`src/sv/rhsv_pkg.sv`:
```
// Shared types and constants for the RGB to HSV converter.
// No dependencies.
`default_nettype none

package rhsv_pkg;

	localparam int SAT_BITS = 8;

	typedef struct packed {
		logic hue_zero;
		logic sat_zero;
	} pix_flags_t;

endpackage

`default_nettype wire

```
`src/sv/rhsv_front.sv`:
```
// Front end of the converter: max/min search, sextant numerator and divider operands.
// Three register stages. Depends on rhsv_pkg.
`default_nettype none

module rhsv_front #(
	parameter int CB = 8,
	parameter int H  = 16
) (
	input  wire logic                               clk,
	input  wire logic                               arst_n,
	input  wire logic                               en,
	input  wire logic                               in_vld,
	input  wire logic [CB-1:0]                      red,
	input  wire logic [CB-1:0]                      green,
	input  wire logic [CB-1:0]                      blue,
	output logic                                    out_vld,
	output logic [CB+H+2:0]                         hue_dvd,
	output logic [CB+2:0]                           hue_dvs,
	output logic [CB+rhsv_pkg::SAT_BITS-1:0]        sat_dvd,
	output logic [CB-1:0]                           sat_dvs,
	output rhsv_pkg::pix_flags_t                    flags
);
	import rhsv_pkg::*;

	localparam int NW = CB + 3;
	localparam int EW = CB + 3 + H;
	localparam int SW = CB + SAT_BITS;

	typedef enum logic [1:0] {
		MAX_RED,
		MAX_GREEN,
		MAX_BLUE
	} max_ch_t;

	// stage 1: order the channels
	logic          vld_s1;
	logic [CB-1:0] r_s1, g_s1, b_s1, mx_s1, mn_s1;
	max_ch_t       sel_s1;
	logic [CB-1:0] mx_c, mn_c;
	max_ch_t       sel_c;

	always_comb begin
		if (red >= green && red >= blue) begin
			sel_c = MAX_RED;
			mx_c  = red;
		end else if (green >= blue) begin
			sel_c = MAX_GREEN;
			mx_c  = green;
		end else begin
			sel_c = MAX_BLUE;
			mx_c  = blue;
		end
		mn_c = red;
		if (green < mn_c) mn_c = green;
		if (blue < mn_c) mn_c = blue;
	end

	always_ff @(posedge clk or negedge arst_n) begin
		if (!arst_n) begin
			vld_s1 <= 1'b0;
		end else if (en) begin
			vld_s1 <= in_vld;
		end
	end

	always_ff @(posedge clk) begin
		if (en) begin
			r_s1   <= red;
			g_s1   <= green;
			b_s1   <= blue;
			mx_s1  <= mx_c;
			mn_s1  <= mn_c;
			sel_s1 <= sel_c;
		end
	end

	// stage 2: chroma and sextant numerator
	logic          vld_s2;
	logic [CB-1:0] d_s2, mx_s2;
	logic [NW-1:0] num_s2;
	pix_flags_t    flags_s2;
	logic [CB-1:0] d_c;
	logic [NW-1:0] dn, rn, gn, bn, num_c;

	always_comb begin
		d_c = mx_s1 - mn_s1;
		dn  = NW'(d_c);
		rn  = NW'(r_s1);
		gn  = NW'(g_s1);
		bn  = NW'(b_s1);
		unique case (sel_s1)
			MAX_RED: begin
				if (g_s1 >= b_s1) num_c = gn - bn;
				else num_c = (dn << 2) + (dn << 1) - (bn - gn);
			end
			MAX_GREEN: num_c = (dn << 1) + bn - rn;
			MAX_BLUE:  num_c = (dn << 2) + rn - gn;
			default:   num_c = '0;
		endcase
	end

	always_ff @(posedge clk or negedge arst_n) begin
		if (!arst_n) begin
			vld_s2 <= 1'b0;
		end else if (en) begin
			vld_s2 <= vld_s1;
		end
	end

	always_ff @(posedge clk) begin
		if (en) begin
			d_s2              <= d_c;
			mx_s2             <= mx_s1;
			num_s2            <= num_c;
			flags_s2.hue_zero <= (d_c == '0);
			flags_s2.sat_zero <= (mx_s1 == '0);
		end
	end

	// stage 3: dividends with rounding terms, divisors
	logic          vld_s3;
	logic [EW-1:0] hue_dvd_s3;
	logic [NW-1:0] hue_dvs_s3;
	logic [SW-1:0] sat_dvd_s3;
	logic [CB-1:0] mx_s3;
	pix_flags_t    flags_s3;
	logic [NW-1:0] d6;
	logic [EW-1:0] d3e;
	logic [SW-1:0] dse;

	always_comb begin
		d6  = (NW'(d_s2) << 2) + (NW'(d_s2) << 1);
		d3e = (EW'(d_s2) << 1) + EW'(d_s2);
		dse = SW'(d_s2);
	end

	always_ff @(posedge clk or negedge arst_n) begin
		if (!arst_n) begin
			vld_s3 <= 1'b0;
		end else if (en) begin
			vld_s3 <= vld_s2;
		end
	end

	always_ff @(posedge clk) begin
		if (en) begin
			hue_dvd_s3 <= {num_s2, {H{1'b0}}} + d3e;
			hue_dvs_s3 <= d6;
			sat_dvd_s3 <= (dse << SAT_BITS) - dse + SW'(mx_s2 >> 1);
			mx_s3      <= mx_s2;
			flags_s3   <= flags_s2;
		end
	end

	assign out_vld = vld_s3;
	assign hue_dvd = hue_dvd_s3;
	assign hue_dvs = hue_dvs_s3;
	assign sat_dvd = sat_dvd_s3;
	assign sat_dvs = mx_s3;
	assign flags   = flags_s3;

endmodule

`default_nettype wire

```
`src/sv/rhsv_divstep.sv`:
```
// Restoring division steps: brings down STEP dividend bits, one quotient bit each.
// Combinational. No dependencies.
`default_nettype none

module rhsv_divstep #(
	parameter int D    = 11,
	parameter int QP   = 18,
	parameter int STEP = 2
) (
	input  wire logic [D-1:0]  rem,
	input  wire logic [QP-1:0] lo,
	input  wire logic [D-1:0]  dvs,
	output logic      [D-1:0]  rem_next,
	output logic      [QP-1:0] lo_next
);

	// lo holds the dividend bits still to come, quotient bits fill in from the bottom
	always_comb begin
		logic [D-1:0]  r;
		logic [QP-1:0] l;
		logic [D:0]    t;
		logic          q;
		r = rem;
		l = lo;
		for (int i = 0; i < STEP; i++) begin
			t = {r, l[QP-1]};
			if (t >= {1'b0, dvs}) begin
				r = D'(t - {1'b0, dvs});
				q = 1'b1;
			end else begin
				r = t[D-1:0];
				q = 1'b0;
			end
			l = {l[QP-2:0], q};
		end
		rem_next = r;
		lo_next  = l;
	end

endmodule

`default_nettype wire

```
`src/sv/rhsv_divpipe.sv`:
```
// Pipelined hue and saturation dividers, side data carried alongside.
// Depends on rhsv_pkg and rhsv_divstep.
`default_nettype none

module rhsv_divpipe #(
	parameter int CB = 8,
	parameter int H  = 16
) (
	input  wire logic                               clk,
	input  wire logic                               arst_n,
	input  wire logic                               en,
	input  wire logic                               in_vld,
	input  wire logic [CB+H+2:0]                    hue_dvd,
	input  wire logic [CB+2:0]                      hue_dvs,
	input  wire logic [CB+rhsv_pkg::SAT_BITS-1:0]   sat_dvd,
	input  wire logic [CB-1:0]                      sat_dvs,
	input  rhsv_pkg::pix_flags_t                    in_flags,
	output logic                                    out_vld,
	output logic [H-1:0]                            out_hue,
	output logic [rhsv_pkg::SAT_BITS-1:0]           out_sat,
	output logic [CB-1:0]                           out_bright,
	output rhsv_pkg::pix_flags_t                    out_flags
);
	import rhsv_pkg::*;

	localparam int HD     = CB + 3;
	localparam int HQ     = H + 1;
	localparam int STAGES = (HQ + 1) / 2;
	localparam int HSTEP  = (HQ + STAGES - 1) / STAGES;
	localparam int HQP    = STAGES * HSTEP;
	localparam int SD     = CB;
	localparam int SSTEP  = (SAT_BITS + STAGES - 1) / STAGES;
	localparam int SQP    = STAGES * SSTEP;

	logic [HD+HQP-1:0] hue_ext;
	logic [SD+SQP-1:0] sat_ext;

	assign hue_ext = (HD + HQP)'(hue_dvd);
	assign sat_ext = (SD + SQP)'(sat_dvd);

	logic           vld_s   [STAGES];
	logic [HD-1:0]  hrem_s  [STAGES];
	logic [HQP-1:0] hlo_s   [STAGES];
	logic [HD-1:0]  hdvs_s  [STAGES];
	logic [SD-1:0]  srem_s  [STAGES];
	logic [SQP-1:0] slo_s   [STAGES];
	logic [SD-1:0]  sdvs_s  [STAGES];
	pix_flags_t     flags_s [STAGES];

	for (genvar k = 0; k < STAGES; k++) begin : g_stage
		logic           vld_in;
		logic [HD-1:0]  hrem_in, hdvs_in, hrem_nx;
		logic [HQP-1:0] hlo_in, hlo_nx;
		logic [SD-1:0]  srem_in, sdvs_in, srem_nx;
		logic [SQP-1:0] slo_in, slo_nx;
		pix_flags_t     flags_in;

		if (k == 0) begin : g_head
			assign vld_in   = in_vld;
			assign hrem_in  = hue_ext[HD+HQP-1:HQP];
			assign hlo_in   = hue_ext[HQP-1:0];
			assign hdvs_in  = hue_dvs;
			assign srem_in  = sat_ext[SD+SQP-1:SQP];
			assign slo_in   = sat_ext[SQP-1:0];
			assign sdvs_in  = sat_dvs;
			assign flags_in = in_flags;
		end else begin : g_body
			assign vld_in   = vld_s[k-1];
			assign hrem_in  = hrem_s[k-1];
			assign hlo_in   = hlo_s[k-1];
			assign hdvs_in  = hdvs_s[k-1];
			assign srem_in  = srem_s[k-1];
			assign slo_in   = slo_s[k-1];
			assign sdvs_in  = sdvs_s[k-1];
			assign flags_in = flags_s[k-1];
		end

		rhsv_divstep #(.D(HD), .QP(HQP), .STEP(HSTEP)) u_hstep (
			.rem      (hrem_in),
			.lo       (hlo_in),
			.dvs      (hdvs_in),
			.rem_next (hrem_nx),
			.lo_next  (hlo_nx)
		);

		rhsv_divstep #(.D(SD), .QP(SQP), .STEP(SSTEP)) u_sstep (
			.rem      (srem_in),
			.lo       (slo_in),
			.dvs      (sdvs_in),
			.rem_next (srem_nx),
			.lo_next  (slo_nx)
		);

		always_ff @(posedge clk or negedge arst_n) begin
			if (!arst_n) begin
				vld_s[k] <= 1'b0;
			end else if (en) begin
				vld_s[k] <= vld_in;
			end
		end

		always_ff @(posedge clk) begin
			if (en) begin
				hrem_s[k]  <= hrem_nx;
				hlo_s[k]   <= hlo_nx;
				hdvs_s[k]  <= hdvs_in;
				srem_s[k]  <= srem_nx;
				slo_s[k]   <= slo_nx;
				sdvs_s[k]  <= sdvs_in;
				flags_s[k] <= flags_in;
			end
		end
	end

	// quotient mod 2^H gives the wrap of a full turn
	assign out_vld    = vld_s[STAGES-1];
	assign out_hue    = hlo_s[STAGES-1][H-1:0];
	assign out_sat    = slo_s[STAGES-1][SAT_BITS-1:0];
	assign out_bright = sdvs_s[STAGES-1];
	assign out_flags  = flags_s[STAGES-1];

endmodule

`default_nettype wire

```
`src/sv/rgb_to_hsv_converter.sv`:
```
// Top level of the RGB to HSV pixel converter: stream ports and output register.
// Depends on rhsv_pkg, rhsv_front and rhsv_divpipe.
`default_nettype none

// One pixel is accepted every clock while the output is not stalled, and one
// HSV word leaves per pixel, in order. The pipe holds three front stages
// (max/min, sextant numerator, operands), the hue divider that resolves two
// quotient bits per stage, and the output register. The whole pipe advances
// when the output register is empty or being taken, so s_tready is low only
// while a result waits at a stalled output.

module rgb_to_hsv_converter #(
	parameter int CHANNEL_BITS = 8,
	parameter int HUE_BITS     = 16
) (
	input  wire logic                                           clk,
	input  wire logic                                           arst_n,
	input  wire logic                                           s_tvalid,
	output logic                                                s_tready,
	// red, green, blue
	input  wire logic [((3*CHANNEL_BITS+7)/8)*8-1:0]            s_tdata,
	output logic                                                m_tvalid,
	input  wire logic                                           m_tready,
	// hue, saturation, brightness
	output logic [((HUE_BITS+rhsv_pkg::SAT_BITS+CHANNEL_BITS+7)/8)*8-1:0] m_tdata
);
	import rhsv_pkg::*;

	localparam int CB    = CHANNEL_BITS;
	localparam int H     = HUE_BITS;
	localparam int OUT_W = ((H + SAT_BITS + CB + 7) / 8) * 8;

	logic en;

	logic                 f_vld;
	logic [CB+H+2:0]      f_hue_dvd;
	logic [CB+2:0]        f_hue_dvs;
	logic [CB+SAT_BITS-1:0] f_sat_dvd;
	logic [CB-1:0]        f_sat_dvs;
	pix_flags_t           f_flags;

	logic                 d_vld;
	logic [H-1:0]         d_hue;
	logic [SAT_BITS-1:0]  d_sat;
	logic [CB-1:0]        d_bright;
	pix_flags_t           d_flags;

	logic                 vld_q;
	logic [H-1:0]         hue_q;
	logic [SAT_BITS-1:0]  sat_q;
	logic [CB-1:0]        bright_q;

	assign en       = !vld_q || m_tready;
	assign s_tready = en;

	rhsv_front #(.CB(CB), .H(H)) u_front (
		.clk     (clk),
		.arst_n  (arst_n),
		.en      (en),
		.in_vld  (s_tvalid),
		.red     (s_tdata[CB-1:0]),
		.green   (s_tdata[2*CB-1:CB]),
		.blue    (s_tdata[3*CB-1:2*CB]),
		.out_vld (f_vld),
		.hue_dvd (f_hue_dvd),
		.hue_dvs (f_hue_dvs),
		.sat_dvd (f_sat_dvd),
		.sat_dvs (f_sat_dvs),
		.flags   (f_flags)
	);

	rhsv_divpipe #(.CB(CB), .H(H)) u_div (
		.clk        (clk),
		.arst_n     (arst_n),
		.en         (en),
		.in_vld     (f_vld),
		.hue_dvd    (f_hue_dvd),
		.hue_dvs    (f_hue_dvs),
		.sat_dvd    (f_sat_dvd),
		.sat_dvs    (f_sat_dvs),
		.in_flags   (f_flags),
		.out_vld    (d_vld),
		.out_hue    (d_hue),
		.out_sat    (d_sat),
		.out_bright (d_bright),
		.out_flags  (d_flags)
	);

	always_ff @(posedge clk or negedge arst_n) begin
		if (!arst_n) begin
			vld_q <= 1'b0;
		end else if (en) begin
			vld_q <= d_vld;
		end
	end

	// grey pixel: no hue; black pixel: no saturation
	always_ff @(posedge clk) begin
		if (en) begin
			hue_q    <= d_flags.hue_zero ? '0 : d_hue;
			sat_q    <= d_flags.sat_zero ? '0 : d_sat;
			bright_q <= d_bright;
		end
	end

	assign m_tvalid = vld_q;
	assign m_tdata  = OUT_W'({bright_q, sat_q, hue_q});

endmodule

`default_nettype wire

```
`config.mk`:
```
export PLATFORM = sky130hd
export DESIGN_NAME = rgb_to_hsv_converter
export DESIGN_NICKNAME = d
export VERILOG_FILES = /design/src/sv/rhsv_pkg.sv /design/src/sv/rhsv_front.sv /design/src/sv/rhsv_divstep.sv /design/src/sv/rhsv_divpipe.sv /design/src/sv/rgb_to_hsv_converter.sv
export SDC_FILE = /design/constraint.sdc
export NUM_CORES = 1
export LEC_CHECK = 0
export ABC_AREA = 1
export BUFFER_PORTS_ARGS = -buffer_cell sky130_fd_sc_hd__buf_2
export CORE_MARGIN = 2
export CORE_UTILIZATION = 58
export DETAILED_ROUTE_END_ITERATION = 16
export PLACE_DENSITY = 0.81
export SLEW_MARGIN = 30
export SYNTH_ARGS = -nofsm -noshare
export SYNTH_HDL_FRONTEND = slang
export SYNTH_SLANG_ARGS = --single-unit
```
`constraint.sdc`:
```
create_clock -name clk -period 17.35 [get_ports clk]
set_input_delay 0 -clock clk [delete_from_list [all_inputs] [get_ports clk]]
set_output_delay 0 -clock clk [all_outputs]
set_load 0.02 [all_outputs]
```
==> report_table.html <==
<table>
<tr><th>Metric</th><th>Value</th></tr>
<tr><th colspan="2">Logic synthesis</th></tr>
<tr><td>Fraction of synthesis flops using an asynchronous set or reset pin</td><td>0.02090</td></tr>
<tr><td>Area fraction of the dominant cell type after synthesis</td><td>0.4899</td></tr>
<tr><td>Ranking of synthesized cells by area</td><td>sky130_fd_sc_hd__edfxtp_1 49%, sky130_fd_sc_hd__ha_1 12%, sky130_fd_sc_hd__nand2_1 7.2%</td></tr>
<tr><td>Number of flops mapped to enable cells by yosys</td><td>609</td></tr>
<tr><td>Average footprint of a synthesized cell</td><td>9.993 um^2</td></tr>
<tr><td>Post-synthesis cell area</td><td>about 37000 um^2</td></tr>
<tr><td>Seq/Total Area, Yosys</td><td>0.4986</td></tr>
<tr><td>Post-synthesis net count</td><td>4174</td></tr>
<tr><td>Gate count after technology mapping</td><td>3736</td></tr>
<tr><td>Flop and latch count out of synthesis</td><td>622</td></tr>
<tr><td>Cell taking the most area after synthesis</td><td>sky130_fd_sc_hd__edfxtp_1</td></tr>
<tr><td>Yosys warns</td><td>0</td></tr>
<tr><td>Predominant post-synthesis flop cell</td><td>sky130_fd_sc_hd__edfxtp_1</td></tr>
<tr><td>Number of library cell types mapped by synthesis</td><td>63</td></tr>
<tr><th colspan="2">Global route</th></tr>
<tr><td>Maximum number of pins on one net before global-route repair</td><td>196</td></tr>
<tr><td>Initial antenna violation count</td><td>0</td></tr>
<tr><td>GRT Util Overall</td><td>0.2221</td></tr>
<tr><td>Number of global-route vias before repair</td><td>25342</td></tr>
<tr><td>First-pass GRT wire length</td><td>approximately 120000 um</td></tr>
<tr><td>Final global-route overflow total</td><td>0</td></tr>
<tr><th colspan="2">CTS</th></tr>
<tr><td>Hold bufs inserted after CTS</td><td>29</td></tr>
<tr><td>H-tree Lvls</td><td>3</td></tr>
<tr><td>Clock sink count</td><td>622</td></tr>
<tr><td>Setup Buffers After CTS</td><td>0</td></tr>
<tr><td>TritonCTS Buffers</td><td>68</td></tr>
<tr><td>Resized Gates After CTS</td><td>0</td></tr>
<tr><td>Clock latency at the later pin of the worst-skew pair</td><td>0.62 ns</td></tr>
<tr><td>Cell chosen for the clock root</td><td>sky130_fd_sc_hd__clkbuf_16</td></tr>
<tr><td>Clock tree buffer depth</td><td>3</td></tr>
<tr><td>Clock-pin slew reported for the worst setup and hold paths after clock tree synthesis</td><td>0.06 ns</td></tr>
<tr><td>Clock tree from TritonCTS</td><td>yes</td></tr>
<tr><th colspan="2">Setup path</th></tr>
<tr><td>Data required time at the worst endpoint</td><td>approximately 18 ns</td></tr>
<tr><td>Type of the worst setup path</td><td>flip-flop to flip-flop</td></tr>
<tr><td>Reg-to-reg slack, setup</td><td>12.75 ns</td></tr>
<tr><td>Crit path max-delay cell type</td><td>sky130_fd_sc_hd__o21ai_0</td></tr>
<tr><td>CP Max Fanout</td><td>21</td></tr>
<tr><td>Ordered list of cells on the worst path</td><td>inv_1 &gt; ha_1 &gt; a21oi_1 &gt; nor3_1 &gt; nor3_2 &gt; nand4_1 &gt; o21ai_0 &gt; ha_1 &gt; nand3_1 &gt; nand2_1 &gt; a21oi_2 &gt; a21oi_1 &gt; a21oi_2 &gt; nand2_4 &gt; nand2_1 &gt; o21ai_2</td></tr>
<tr><td>Sum of buffers and inverters on the critical path</td><td>1</td></tr>
<tr><td>Launching element type of the critical path</td><td>flip-flop</td></tr>
<tr><td>Cell type group with the largest total delay on the critical path</td><td>compound AO/OA/AOI/OAI gates</td></tr>
<tr><td>Capturing element type of the critical path</td><td>flip-flop</td></tr>
<tr><td>Highest cell delay on the worst timing path</td><td>0.74 ns</td></tr>
<tr><td>Signal arrival time at the worst endpoint</td><td>4.97 ns</td></tr>
<tr><th colspan="2">STA</th></tr>
<tr><td>Post-route clock period utilization</td><td>0.2653</td></tr>
<tr><td>Measured slew at the worst slew-check pin</td><td>0.9050 ns</td></tr>
<tr><td>RSZ-0062 raised after global routing</td><td>no</td></tr>
<tr><td>Remaining max-slew budget at the tightest pin</td><td>0.3931</td></tr>
<tr><td>Time the final worst path needs with I/O delays and setup</td><td>4.603 ns</td></tr>
<tr><td>Sum of negative setup slack</td><td>0 ns</td></tr>
<tr><td>Layout Skew</td><td>0.04224 ns</td></tr>
<tr><td>Peak Freq</td><td>~220 MHz</td></tr>
<tr><td>Fin. max-slew vios</td><td>0</td></tr>
<tr><td>Final setup slack of the worst path</td><td>between 10 and 15 ns</td></tr>
<tr><td>Number of hold violations in the final report</td><td>0</td></tr>
<tr><td>Final setup violating endpoints</td><td>0</td></tr>
<tr><th colspan="2">Finish</th></tr>
<tr><td>Combined area of the multi-input logic cells</td><td>16170 um^2</td></tr>
<tr><td>Commonest cells after routing, fill and taps aside</td><td>719 x sky130_fd_sc_hd__nand2_1, 609 x sky130_fd_sc_hd__edfxtp_1, 593 x sky130_fd_sc_hd__inv_1</td></tr>
<tr><td>Area growth syn-to-layout</td><td>9.897%</td></tr>
<tr><td>Final layout net count</td><td>approximately 4300</td></tr>
<tr><td>Share of layout cells above drive strength 1</td><td>0.07229</td></tr>
<tr><td>Final antenna diode count</td><td>0</td></tr>
<tr><td>Cell area after layout</td><td>a little over 40000 um^2</td></tr>
<tr><td>Number of filler instances in the final layout</td><td>4932</td></tr>
<tr><td>Area of all sequential standard cells</td><td>18610 um^2</td></tr>
<tr><td>Leading cell type in the layout, fill and taps excluded</td><td>sky130_fd_sc_hd__nand2_1</td></tr>
<tr><td>Cell Count, Final, Fillers Out</td><td>4770</td></tr>
<tr><th colspan="2">Route</th></tr>
<tr><td>Violation count after the first detailed-routing iteration</td><td>1658</td></tr>
<tr><td>Routed WL per cell</td><td>15.33 um</td></tr>
<tr><td>Antenna Violating Nets Remaining</td><td>0</td></tr>
<tr><td>Count of unresolved DRC violations after routing</td><td>0</td></tr>
<tr><td>Detailed Routing Iterations Pass 1</td><td>5</td></tr>
<tr><td>Total Wirelength</td><td>73130 um</td></tr>
<tr><td>Vias</td><td>25831</td></tr>
<tr><td>Via count normalized by instance count</td><td>5.415</td></tr>
<tr><th colspan="2">Run</th></tr>
<tr><td>Max cap viols</td><td>0</td></tr>
<tr><th colspan="2">Floorplanning</th></tr>
<tr><td>Placeable core region</td><td>between 60000 and 70000 um^2</td></tr>
<tr><td>Row Count</td><td>93</td></tr>
<tr><td>Starting density of the core</td><td>0.5833</td></tr>
<tr><td>Total die area</td><td>about 66000 um^2</td></tr>
<tr><td>Die Height</td><td>257.7 um</td></tr>
<tr><td>Die boundary width</td><td>between 200 and 300 um</td></tr>
<tr><td>Number of top-level pins</td><td>62</td></tr>
<tr><th colspan="2">Placed design</th></tr>
<tr><td>Placed instance count</td><td>4619</td></tr>
<tr><td>Placement-stage worst setup slack</td><td>12.72 ns</td></tr>
<tr><td># port buffers</td><td>61</td></tr>
<tr><td>Dpl cell area</td><td>38500 um^2</td></tr>
<tr><td>Sum of net half-perimeters after detailed placement</td><td>54320 um</td></tr>
<tr><td>Final estimated routing congestion in global placement</td><td>0.9430</td></tr>
<tr><th colspan="2">Outcome</th></tr>
<tr><td>Run status</td><td>complete, no violations</td></tr>
<tr><th colspan="2">Min path</th></tr>
<tr><td>Hold Crit Class</td><td>primary input to flip-flop</td></tr>
</table>
metal layers:
layer  up-vias  track usage  part of all wire
met1     12051       0.2719              0.42
met4         0      0.08831             0.035
met5         -            0                 0
met2       625       0.3976              0.50
met3       170      0.02974             0.045
li1      12985            -                 -
cell type report:
class                      instances  area share
clock inverter                    37     0.01019
clock buffer                      84     0.04343
inverter                         604     0.05541
timing repair buffer              99     0.01714
multi-input combinational       2469      0.3941
tap                              855     0.02608
sequential                       622      0.4537
synth_stat cells, types with 11 or more instances:
library cell and count:
sky130_fd_sc_hd__o21ai_2 17, sky130_fd_sc_hd__nand2_2 20, sky130_fd_sc_hd__o21ai_0 153, sky130_fd_sc_hd__nor2_1 186
sky130_fd_sc_hd__xor2_1 133, sky130_fd_sc_hd__a21o_1 13, sky130_fd_sc_hd__edfxtp_1 609, sky130_fd_sc_hd__nor3_1 31
sky130_fd_sc_hd__o21bai_1 13, sky130_fd_sc_hd__a21oi_1 258, sky130_fd_sc_hd__ha_1 364, sky130_fd_sc_hd__or2_2 15
sky130_fd_sc_hd__xnor2_1 71, sky130_fd_sc_hd__fa_1 46, sky130_fd_sc_hd__nand3b_1 11, sky130_fd_sc_hd__inv_1 593
sky130_fd_sc_hd__nand3_1 205, sky130_fd_sc_hd__dfrtp_1 13, sky130_fd_sc_hd__nand4_1 38, sky130_fd_sc_hd__o21ai_1 25
sky130_fd_sc_hd__nand2_1 720, sky130_fd_sc_hd__o211ai_1 29, sky130_fd_sc_hd__a31oi_1 13, sky130_fd_sc_hd__a21oi_2 20
sky130_fd_sc_hd__buf_2 15
sequential cells by signal, indices dropped and copies added (netlist names), 8 cells and up:
name,cells
bright_q,8
hue_q,16
sat_q,8
u_div.flags_s,18
u_div.g_stage.vld_in,8
u_div.hdvs_s,24
u_div.hlo_s,124
u_div.hrem_s,85
u_div.sdvs_s,72
u_div.slo_s,72
u_div.srem_s,64
u_front.b_s1,8
u_front.d_s2,8
u_front.g_s1,8
u_front.hue_dvd,12
u_front.hue_dvs,9
u_front.mn_s1,8
u_front.mx_s1,8
u_front.mx_s2,8
u_front.num_s2,11
u_front.r_s1,8
u_front.sat_dvd,16
u_front.sat_dvs,8
kinds of logic (layout without fill, tap and decap cells):
kind of cell | after synthesis | after routing | synth area share
adder cells (fa/ha/maj) | 410 | 410 | 0.1467
XOR/XNOR | 204 | 204 | 0.04786
buffers and inverters | 645 | 824 | 0.06854
AND/OR/NAND/NOR | 1270 | 1270 | 0.1474
multiplexers | 5 | 5 | 0.001508
AO/OA/AOI/OAI | 580 | 580 | 0.08949
flip-flops | 622 | 622 | 0.4986
stage by stage:
| step | hold slack, ns | util |
|---|---|---|
| 4_1_cts | 0.1206 | 0.6405 |
| 3_3_place_gp | -0.1083 | 0.6016 |
| 3_5_place_dp | -0.1048 | 0.6016 |
| 5_1_grt | 0.1495 | 0.6411 |
| 6_report | 0.1463 | 0.6411 |
| 2_1_floorplan | -0.2956 | - |
path summary, 6_finish.rpt:
path,from,endpoint,depth (start not counted)
worst min-delay path,s_tdata[8],u_front.g_s1[0],2
worst min register to register,u_div.hlo_s[3][0],u_div.hlo_s[4][2],0
max in group asynchronous,arst_n,u_div.out_vld,3
min in group asynchronous,arst_n,u_div.g_stage[6].vld_in,3
worst max register to register,u_div.hrem_s[0][44],u_div.hrem_s[0][56],16
worst max-delay path,u_div.hrem_s[0][44],u_div.hrem_s[0][56],16
worst reg2reg max path, cell delays in order (launching register included):
cell and delay [ns]:
sky130_fd_sc_hd__edfxtp_1 0.38, sky130_fd_sc_hd__inv_1 0.13, sky130_fd_sc_hd__ha_1 0.28, sky130_fd_sc_hd__a21oi_1 0.27
sky130_fd_sc_hd__nor3_1 0.09, sky130_fd_sc_hd__nor3_2 0.11, sky130_fd_sc_hd__nand4_1 0.64, sky130_fd_sc_hd__o21ai_0 0.74
sky130_fd_sc_hd__ha_1 0.35, sky130_fd_sc_hd__nand3_1 0.11, sky130_fd_sc_hd__nand2_1 0.10, sky130_fd_sc_hd__a21oi_2 0.24
sky130_fd_sc_hd__a21oi_1 0.12, sky130_fd_sc_hd__a21oi_2 0.42, sky130_fd_sc_hd__nand2_4 0.17, sky130_fd_sc_hd__nand2_1 0.13
sky130_fd_sc_hd__o21ai_2 0.06
Power is not shown: default switching activity piles up to over one toggle a cycle in this logic, so the estimate is an artifact.
